**config.mk**
```make
export PLATFORM = sky130hd
export DESIGN_NAME = insertion_sorter
export DESIGN_NICKNAME = d
export VERILOG_FILES = /design/src/sv/isort_pkg.sv /design/src/sv/insertion_sorter.sv /design/src/sv/isort_cell.sv
export SDC_FILE = /design/constraint.sdc
export NUM_CORES = 2
export LEC_CHECK = 0
export BUFFER_PORTS_ARGS = -buffer_cell sky130_fd_sc_hd__clkbuf_2
export CAP_MARGIN = 25
export CORE_ASPECT_RATIO = 0.8
export CORE_UTILIZATION = 35
export CTS_BUF_LIST = sky130_fd_sc_hd__clkbuf_4 sky130_fd_sc_hd__clkbuf_8
export DETAILED_ROUTE_END_ITERATION = 7
export SYNTH_ARGS = -nofsm -noshare
export SYNTH_HDL_FRONTEND = slang
export SYNTH_SLANG_ARGS = --single-unit
```
**constraint.sdc**
```tcl
create_clock -name clk -period 16.9 [get_ports clk]
set_input_delay 1.69 -clock clk [delete_from_list [all_inputs] [get_ports clk]]
set_output_delay 1.69 -clock clk [all_outputs]
set_load 0.03 [all_outputs]
```
**src/sv/isort_pkg.sv**
```systemverilog
// Shared types and constants of the insertion sorter.
// No dependencies; used by isort_cell, insertion_sorter, sorted_set_checker and tb.
package isort_pkg;

	localparam int VALUE_W       = 32;
	localparam int DEPTH_DEFAULT = 16;

	typedef logic signed [VALUE_W-1:0] value_t;

	// What a cell shows its neighbors
	typedef struct packed {
		value_t value;
		logic   valid;
		logic   shift;   // cell lies in the trailing run that moves up on insertion
	} link_t;

	// Broadcast control from the top level to every cell
	typedef struct packed {
		logic   insert;      // insert new_value this cycle (store not full)
		logic   drain;       // move every cell down by one toward cell 0
		logic   descending;
		value_t new_value;
	} ctrl_t;

endpackage

```
**src/sv/insertion_sorter.sv**
```systemverilog
// Top level of the insertion sorter: a chain of isort_cell instances,
// the drain control and the output register. Depends on isort_pkg.
//
// The sorter keeps up to DEPTH signed 32-bit values in a chain of cells,
// always in order (ascending, or descending when the descending register is
// set). Every cell compares the incoming value with its own at the same time,
// so one input transaction is taken per clock while a set is being collected.
// Equal values keep arrival order. A value arriving when all DEPTH cells are
// full is dropped and the overflow bit is raised on every result of that set.
// When a transaction with last_in set is taken, its value is inserted first,
// then the whole set is shifted out of cell 0, one result per clock when the
// output side does not stall; last_out marks the final result. While the set
// drains, in_stall is high, so no new value is taken until the whole set has
// been shifted out.
// The descending register is applied to each insertion as it happens; write
// it only between sets.
module insertion_sorter #(
	parameter int DEPTH = isort_pkg::DEPTH_DEFAULT
) (
	input  logic                      clk,
	input  logic                      arst_n,
	// configuration
	input  logic                      cfg_wr_en,
	input  logic                      cfg_wr_data,
	// input channel
	input  logic                      in_valid,
	output logic                      in_stall,
	input  logic signed [31:0]        value,
	input  logic                      last_in,
	// output channel
	output logic                      out_valid,
	input  logic                      out_stall,
	output logic signed [31:0]        sorted_value,
	output logic                      last_out,
	output logic                      overflow
);
	import isort_pkg::*;

	logic   descending_q;
	logic   draining_q;
	logic   dropped_q;
	logic   out_valid_q;
	value_t out_value_q;
	logic   out_last_q;
	logic   out_ovf_q;

	link_t  links [DEPTH];
	link_t  head_link;
	link_t  end_link;
	ctrl_t  ctrl;

	logic   in_accept;
	logic   full;
	logic   out_free;
	logic   drain_step;

	assign full      = links[DEPTH-1].valid;
	assign in_stall  = draining_q;
	assign in_accept = in_valid && !draining_q;
	assign out_free  = !out_valid_q || !out_stall;
	// While draining, advance the chain by one whenever the output register can take a result
	assign drain_step = draining_q && out_free;

	assign ctrl.insert     = in_accept && !full;
	assign ctrl.drain      = drain_step;
	assign ctrl.descending = descending_q;
	assign ctrl.new_value  = value;

	// Cell 0 sees a valid, non-moving neighbor in front; the last cell sees
	// an empty slot behind it.
	assign head_link.value = '0;
	assign head_link.valid = 1'b1;
	assign head_link.shift = 1'b0;
	assign end_link.value  = '0;
	assign end_link.valid  = 1'b0;
	assign end_link.shift  = 1'b0;

	for (genvar i = 0; i < DEPTH; i++) begin : g_cell
		if (i == 0 && DEPTH == 1) begin : g_only
			isort_cell u_cell (
				.clk(clk), .arst_n(arst_n), .ctrl(ctrl),
				.from_prev(head_link), .from_next(end_link), .self(links[i])
			);
		end else if (i == 0) begin : g_first
			isort_cell u_cell (
				.clk(clk), .arst_n(arst_n), .ctrl(ctrl),
				.from_prev(head_link), .from_next(links[i+1]), .self(links[i])
			);
		end else if (i == DEPTH-1) begin : g_last
			isort_cell u_cell (
				.clk(clk), .arst_n(arst_n), .ctrl(ctrl),
				.from_prev(links[i-1]), .from_next(end_link), .self(links[i])
			);
		end else begin : g_mid
			isort_cell u_cell (
				.clk(clk), .arst_n(arst_n), .ctrl(ctrl),
				.from_prev(links[i-1]), .from_next(links[i+1]), .self(links[i])
			);
		end
	end

	// Configuration register
	always_ff @(posedge clk or negedge arst_n) begin
		if (!arst_n) begin
			descending_q <= 1'b0;
		end else if (cfg_wr_en) begin
			descending_q <= cfg_wr_data;
		end
	end

	// Collect / drain control and overflow tracking
	always_ff @(posedge clk or negedge arst_n) begin
		if (!arst_n) begin
			draining_q <= 1'b0;
			dropped_q  <= 1'b0;
		end else begin
			if (in_accept) begin
				if (full) begin
					dropped_q <= 1'b1;
				end
				if (last_in) begin
					draining_q <= 1'b1;
				end
			end
			// Final result leaves cell 0: the set is done, clear for the next one
			if (drain_step && !links[1 % DEPTH].valid) begin
				draining_q <= 1'b0;
				dropped_q  <= 1'b0;
			end
		end
	end

	// Output register: hold while stalled, load the head cell on each drain step
	always_ff @(posedge clk or negedge arst_n) begin
		if (!arst_n) begin
			out_valid_q <= 1'b0;
		end else if (drain_step) begin
			out_valid_q <= 1'b1;
		end else if (!out_stall) begin
			out_valid_q <= 1'b0;
		end
	end

	always_ff @(posedge clk) begin
		if (drain_step) begin
			out_value_q <= links[0].value;
			out_last_q  <= (DEPTH == 1) ? 1'b1 : !links[1 % DEPTH].valid;
			out_ovf_q   <= dropped_q;
		end
	end

	assign out_valid    = out_valid_q;
	assign sorted_value = out_value_q;
	assign last_out     = out_last_q;
	assign overflow     = out_ovf_q;

endmodule

```
**src/sv/isort_cell.sv**
```systemverilog
// One cell of the insertion chain: holds one value and its valid bit.
// Depends on isort_pkg (link_t, ctrl_t).
module isort_cell (
	input  logic           clk,
	input  logic           arst_n,
	input  isort_pkg::ctrl_t ctrl,
	input  isort_pkg::link_t from_prev,
	input  isort_pkg::link_t from_next,
	output isort_pkg::link_t self
);
	import isort_pkg::*;

	value_t value_q;
	logic   valid_q;
	logic   ahead;
	logic   tail;
	logic   write_en;

	// Strictly ahead: equal values stay behind held ones
	always_comb begin
		if (ctrl.descending) begin
			ahead = ctrl.new_value > value_q;
		end else begin
			ahead = ctrl.new_value < value_q;
		end
	end

	assign self.value = value_q;
	assign self.valid = valid_q;
	assign self.shift = valid_q && ahead && (!from_next.valid || from_next.shift);

	// First empty slot of the chain
	assign tail     = !valid_q && from_prev.valid;
	assign write_en = self.shift || tail;

	always_ff @(posedge clk or negedge arst_n) begin
		if (!arst_n) begin
			valid_q <= 1'b0;
		end else if (ctrl.drain) begin
			valid_q <= from_next.valid;
		end else if (ctrl.insert && tail) begin
			valid_q <= 1'b1;
		end
	end

	always_ff @(posedge clk) begin
		if (ctrl.drain) begin
			value_q <= from_next.value;
		end else if (ctrl.insert && write_en) begin
			if (from_prev.shift) begin
				value_q <= from_prev.value;
			end else begin
				value_q <= ctrl.new_value;
			end
		end
	end

endmodule

```
-- Word level (Yosys, flattened, before mapping)
Cells that the tools add are included.
- add/sub/neg operators: 0
- $mul: 0
- div/mod/pow operators: 0
- order comparisons: 32
- equality and inequality tests: 1
- shift operators: 0
- multiplexer cells: 101
- bitwise logic cells: 0
- reduce and logical (&&, ||, !) cells: 169
- operators by type and width (cell ; number):
    32-bit 2-to-1 mux ; 45
    32-bit > comparator ; 16
    32-bit < comparator ; 16
    1-bit logical AND ; 82
    2-bit nonzero test ; 34
    1-bit 2-to-1 mux ; 56
    1-bit logical OR ; 32
    1-bit logical NOT ; 19
    2-bit AND reduction ; 2
    2-bit by 1-bit != test with 1-bit output (second input constant) ; 1
- register bits: 566
- bits in latches: 0
- RAM bits: 0
- ROM bits: 0
- input port bits: 39
- output and inout bits: 36
- logic and storage cells: 342
- memories kept: 0

-- Logic depth before layout (Yosys ltp)
- depth in word-level cells: 37
- gate-level depth with buffers: 16

-- Hierarchy
From an unflattened synthesis, not the netlist that was laid out.
- cell total of the unflattened synthesis: 4340
- area, all modules: 42010.3 µm²
- by module, submodules not included (module ; times used ; cells each ; area an instance (µm²) ; seq. area each (µm²)):
    isort_cell ; 16 ; 268 ; 2549.9 ; 985.9
    insertion_sorter ; 1 ; 52 ; 1211.2 ; 1121.1

-- Worst setup path before layout
Ideal clock, no wire load.
- path type: in2reg
- from: in value[15]
- to: reg g_cell[9].g_mid.u_cell.value_q[0], enable pin
- arrival time: 7176 ps
- required time: 16434 ps
- slack: 9258 ps
- cell stages on the path: 15
- cells stage by stage: ha_1 -> nand4_1 -> or4_1 -> a21o_1 -> nand4b_1 -> a21oi_1 -> or3b_1 -> a32o_1 -> a2111oi_4 -> nor2_1 -> a21o_1 -> clkbuf_1 -> buf_2 -> a21boi_0 -> o21ai_0
- cells in the longest elaborated chain, start to end: 18
- elaborated cells between the ends (all ways): 43
- classes of those cells: order compare: 14; mux: 7; reduce/logical: 22
- ends and longest elaborated chain (what ; RTL line ; RTL):
    start: declaration ; insertion_sorter.sv:28 ; input logic signed [31:0] value,
    32-bit < comparator or 32-bit > comparator (tied branches) ; isort_cell.sv:24, isort_cell.sv:22 ;
    1-bit 2-to-1 mux ; isort_cell.sv:21 ; if (ctrl.descending) begin
    1-bit logical AND ; isort_cell.sv:30 ; assign self.shift = valid_q && ahead && (!from_next.valid || from_next.shift);
    1-bit logical OR ; isort_cell.sv:30 ;
    1-bit logical AND ; isort_cell.sv:30 ;
    1-bit logical OR ; isort_cell.sv:30 ;
    1-bit logical AND ; isort_cell.sv:30 ;
    1-bit logical OR ; isort_cell.sv:30 ;
    [... 2 more ...] ; n/a ;
    1-bit logical AND ; isort_cell.sv:30 ;
    1-bit logical OR ; isort_cell.sv:30 ;
    1-bit logical AND ; isort_cell.sv:30 ;
    1-bit logical OR ; isort_cell.sv:30 ;
    1-bit logical AND (*) ; isort_cell.sv:30 ;
    1-bit logical OR (*) ; isort_cell.sv:34 ; assign write_en = self.shift || tail;
    1-bit logical AND (*) ; isort_cell.sv:49 ; end else if (ctrl.insert && write_en) begin
    2-bit nonzero test (no source line) (*) ; n/a ;
    end signal: assignment ; isort_cell.sv:48 ; value_q <= from_next.value;
    end signal: assignment ; isort_cell.sv:51 ; value_q <= from_prev.value;
    end signal: assignment ; isort_cell.sv:53 ; value_q <= ctrl.new_value;
    end: declaration ; isort_cell.sv:13 ; value_t value_q;
Mark *: on every way between the ends. The rest lies on a longest branch, timed or not.
A chain may end at the register's enable or synchronous reset.

-- Worst setup path in the final report
- from: in value[14]
- to: reg g_cell[4].g_mid.u_cell.value_q[8], enable pin
- cells in the longest elaborated chain, start to end: 28
- elaborated cells between the ends (all ways): 73
- classes of those cells: order compare: 24; mux: 12; reduce/logical: 37
- ends and longest elaborated chain (what ; RTL line):
    32-bit < comparator or 32-bit > comparator (tied branches) ; isort_cell.sv:24, isort_cell.sv:22
    1-bit 2-to-1 mux ; isort_cell.sv:21
    1-bit logical AND ; isort_cell.sv:30
    1-bit logical OR ; isort_cell.sv:30
    1-bit logical AND ; isort_cell.sv:30
    1-bit logical OR ; isort_cell.sv:30
    1-bit logical AND ; isort_cell.sv:30
    1-bit logical OR ; isort_cell.sv:30
    [... 12 more ...] ; n/a
    1-bit logical AND ; isort_cell.sv:30
    1-bit logical OR ; isort_cell.sv:30
    1-bit logical AND ; isort_cell.sv:30
    1-bit logical OR ; isort_cell.sv:30
    1-bit logical AND (*) ; isort_cell.sv:30
    1-bit logical OR (*) ; isort_cell.sv:34
    1-bit logical AND (*) ; isort_cell.sv:49
    2-bit nonzero test (no source line) (*) ; n/a
    end signal: assignment ; isort_cell.sv:48
    end signal: assignment ; isort_cell.sv:51
    end signal: assignment ; isort_cell.sv:53
    end: declaration ; isort_cell.sv:13
Marks and branches as above.

==> results by group <==
Run status
  • Status: complete, but fails checks
  • Failing checks: design-rule violations

Floorplanning
  • Core Area: 115000 µm²
  • I/O pins: 75
  • Die X: 382 µm
  • Die area: 117000 µm²
  • Die Height: about 300 µm
  • Initial Utilization: between 30% and 40%
  • Num rows: 111

Clocking
  • Clk Tree Root Cell: clkbuf_8
  • CTS Sinks: 566
  • Skew-Pair Late Insertion Delay: 750 ps
  • TritonCTS clock tree: built
  • Clock buffer depth: 3
  • Postcts setup bufs: 0
  • Resize count post-CTS: 0
  • CTS H-tree lvls: 3
  • Worst-path clk slew: 60 ps
  • Number of buffers created by CTS: 103
  • # hold bufs at CTS: 0

Hold path
  • Hold wc startpoint: dropped_q$_DFFE_PN0P_
  • Worst min-delay path class: flip-flop to flip-flop
  • Worst Hold Depth: 0
  • WHS Endpoint: overflow$_DFFE_PP_

Cells and area
  • Final net count: 4944
  • Fillcell total: 11500
  • Leading cell type in the layout, fill and taps excluded: inv_1
  • Share of post-route cells with drive strength above 1: 8.15%
  • Multi-input gate area: about 21000 µm²
  • Most frequent cells in the layout: inv_1 (537), edfxtp_1 (514), ha_1 (512), nand2_1 (415), o21ai_0 (413)
  • Area Overhead vs Synth: 10.7%
  • Area occupied by registers: 16600 µm²
  • Design Area, Final: 44800 µm²

Synthesis
  • Seq/Total Area, Yosys: 41.0%
  • Cell Area, Synth: 40500 µm²
  • Number of synthesized flops with an enable pin: roughly 500
  • Yosys warning count: 0
  • Primary FF master, synth: edfxtp_1
  • Post-Synthesis Cells: around 4400
  • Synth Register Bits: 566
  • Unique masters post-synth: 77
  • Net Count, Synth: 4929
  • Share of flip-flops with an asynchronous set or reset: ~3.5%
  • Synthesized area per cell: 9.24 µm²

STA
  • Achievable frequency: 0.135 GHz
  • Clock skew: 39.8 ps
  • Setup ws final: around 9500 ps
  • Final setup vio count: 0
  • Final hold violation count: 0
  • Period utilisation layout: a little over two fifths
  • Tmin final: 7390 ps
  • Total negative setup slack: 0 ps
  • RSZ-0062 raised after global routing: false
  • Fin. max-slew vios: 0
  • Slew margin rel.: 31.6%
  • Tightest Pin Transition: 1030 ps

Placed design
  • Placed inst area: 42500 µm²
  • Pre-CTS WS: 8860 ps
  • GPL Wtd Cong: 0.886
  • Port bufs: 74
  • Final HPWL DP: between 80000 and 90000 µm

Drt
  • Post-Route WL: 118000 µm
  • Routed len/inst: 19.6 µm
  • Routed vias: 33300
  • Drt via density: 5.55
  • Initial drt markers: 3148
  • Routed Antenna Nets: 0
  • TritonRoute pass-1 iters: 8
  • Drc violations: 4

Power
  • Total power: 8.85 mW
  • VDD IR max: 0.000103 V
  • Leak: approximately 19 nW
  • Cell Pwr Density: 198 nW/µm²

Critical path
  • R2r startpoint: g_cell[14].g_mid.u_cell.value_q[14]$_DFFE_PP_
  • Path type of the worst setup path: input pin to flip-flop
  • R2R cell count: 18
  • Startpoint Class: input pin
  • Reg-to-Reg End: g_cell[4].g_mid.u_cell.value_q[8]$_DFFE_PP_
  • CP arrival: 7830 ps
  • CP required: 17340 ps
  • Max Fanout on Critical Path: 67
  • Critical path capture point type: flip-flop
  • Reg2reg setup slack: 10390 ps

GRT
  • Grt total ovfl: 0
  • Total GRT Usage: 19.7%
  • Vias in the first global route: 32100
  • Largest net degree at the start of global routing: 175
  • First-pass GRT wire length: 184000 µm
  • Initial antenna violation count: 2

Job
  • MaxCap Viol Count: 0
==> per-stage QoR <==
step	std cells	hold slack [ps]	utilization (%)
after floorplan	4378	425	-
after global placement	5804	440	37.0
after detailed placement	5809	452	37.1
after CTS	6002	458	39.0
after global routing	6006	475	39.1
final	6008	464	39.1
==> worst max-delay path, cell delays in order <==
cell	delay, ps
clkbuf_2	80
buf_4	240
ha_1	370
nand4_1	160
nor4_1	640
a21boi_0	370
o311a_1	220
a211oi_1	60
nand4bb_4	200
buf_4	350
a32o_1	360
a2111oi_4	710
o21ai_4	110
buf_4	370
a211oi_4	310
buf_4	560
a21oi_1	160
o21ai_4	590
buf_16	230
==> worst max path at each step <==
stage	start	end
after global routing	value[14]	g_cell[4].g_mid.u_cell.value_q[8]$_DFFE_PP_
after detailed placement	value[7]	g_cell[4].g_mid.u_cell.value_q[6]$_DFFE_PP_
after floorplan	value[15]	g_cell[9].g_mid.u_cell.value_q[0]$_DFFE_PP_
after CTS	value[14]	g_cell[4].g_mid.u_cell.value_q[8]$_DFFE_PP_
after global placement	value[7]	g_cell[4].g_mid.u_cell.value_q[5]$_DFFE_PP_
final	value[14]	g_cell[4].g_mid.u_cell.value_q[8]$_DFFE_PP_
==> sequential cells by signal, indices dropped and copies added (netlist names) <==
signal / count
g_cell.g_first.u_cell.valid_q: 1
overflow: 1
dropped_q: 1
in_stall: 1
g_cell.g_mid.u_cell.valid_q: 14
g_cell.g_last.u_cell.valid_q: 1
g_cell.g_mid.u_cell.value_q: 448
last_out: 1
descending_q: 1
g_cell.g_first.u_cell.value_q: 32
g_cell.g_last.u_cell.value_q: 32
sorted_value: 32
out_valid: 1
==> cells in the mapped netlist (all sizes together), types with 6 or more instances <==
master,count,area (µm²)
inv,538,2020
edfxtp,514,15400
ha,512,6410
o21ai,426,2150
nand2,416,1560
a21oi,343,1730
nor2,293,1100
mux2i,204,2040
clkbuf,194,728
nand3,182,911
o221ai,132,1160
nand4,89,557
a211oi,74,573
a21o,67,503
buf,48,274
nor3,36,180
dfxtp,32,641
a31oi,21,153
dfrtp,20,500
o21a,20,150
nand2b,15,93.8
nor2b,15,93.8
o211ai,14,105
a2111oi,13,134
a211o,13,114
nor4,13,81.3
and3,12,75.1
and4,10,87.6
or3,10,62.6
o31ai,8,60.1
or4,8,60.1
a21boi,7,52.6
nand3b,6,45.0
or2,6,37.5
==> where the power goes <==
part | switching [mW] | total, mW | internal (mW)
combinational | 2.82 | 4.36 | 1.54
clock | 0.639 | 1.40 | 0.765
sequential | 0.468 | 3.09 | 2.62
==> layout make-up <==
cell class	instances	share of cell area [%]
multi-input cells	3032	46.9
flip-flops and latches	566	37.0
clock inverters	32	0.489
well taps	1525	4.26
diodes	2	0.0112
inverters	538	4.52
repair buffers	152	2.48
clock buffers	161	4.29
==> per-layer routing <==
| metal | GRT usage (%) | vias up | part of all wire [%] |
|---|---|---|---|
| li1 | - | 16000 | - |
| met1 | 30.0 | 16200 | 50 |
| met2 | 29.1 | 919 | 42 |
| met3 | 2.69 | 157 | 6.3 |
| met4 | 4.26 | 0 | 1.7 |
| met5 | 0 | - | 0 |
==> logic make-up after synthesis <==
logic type | after synthesis | share of synthesized area (%)
compound gates | 1187 | 18.1
simple gates | 1122 | 12.5
buf+inv | 780 | 7.47
flops | 566 | 41.0
fa+ha+maj | 512 | 15.8
mux | 206 | 5.10
xor+xnor | 5 | 0.108
Power figures use the tool's default switching activity.
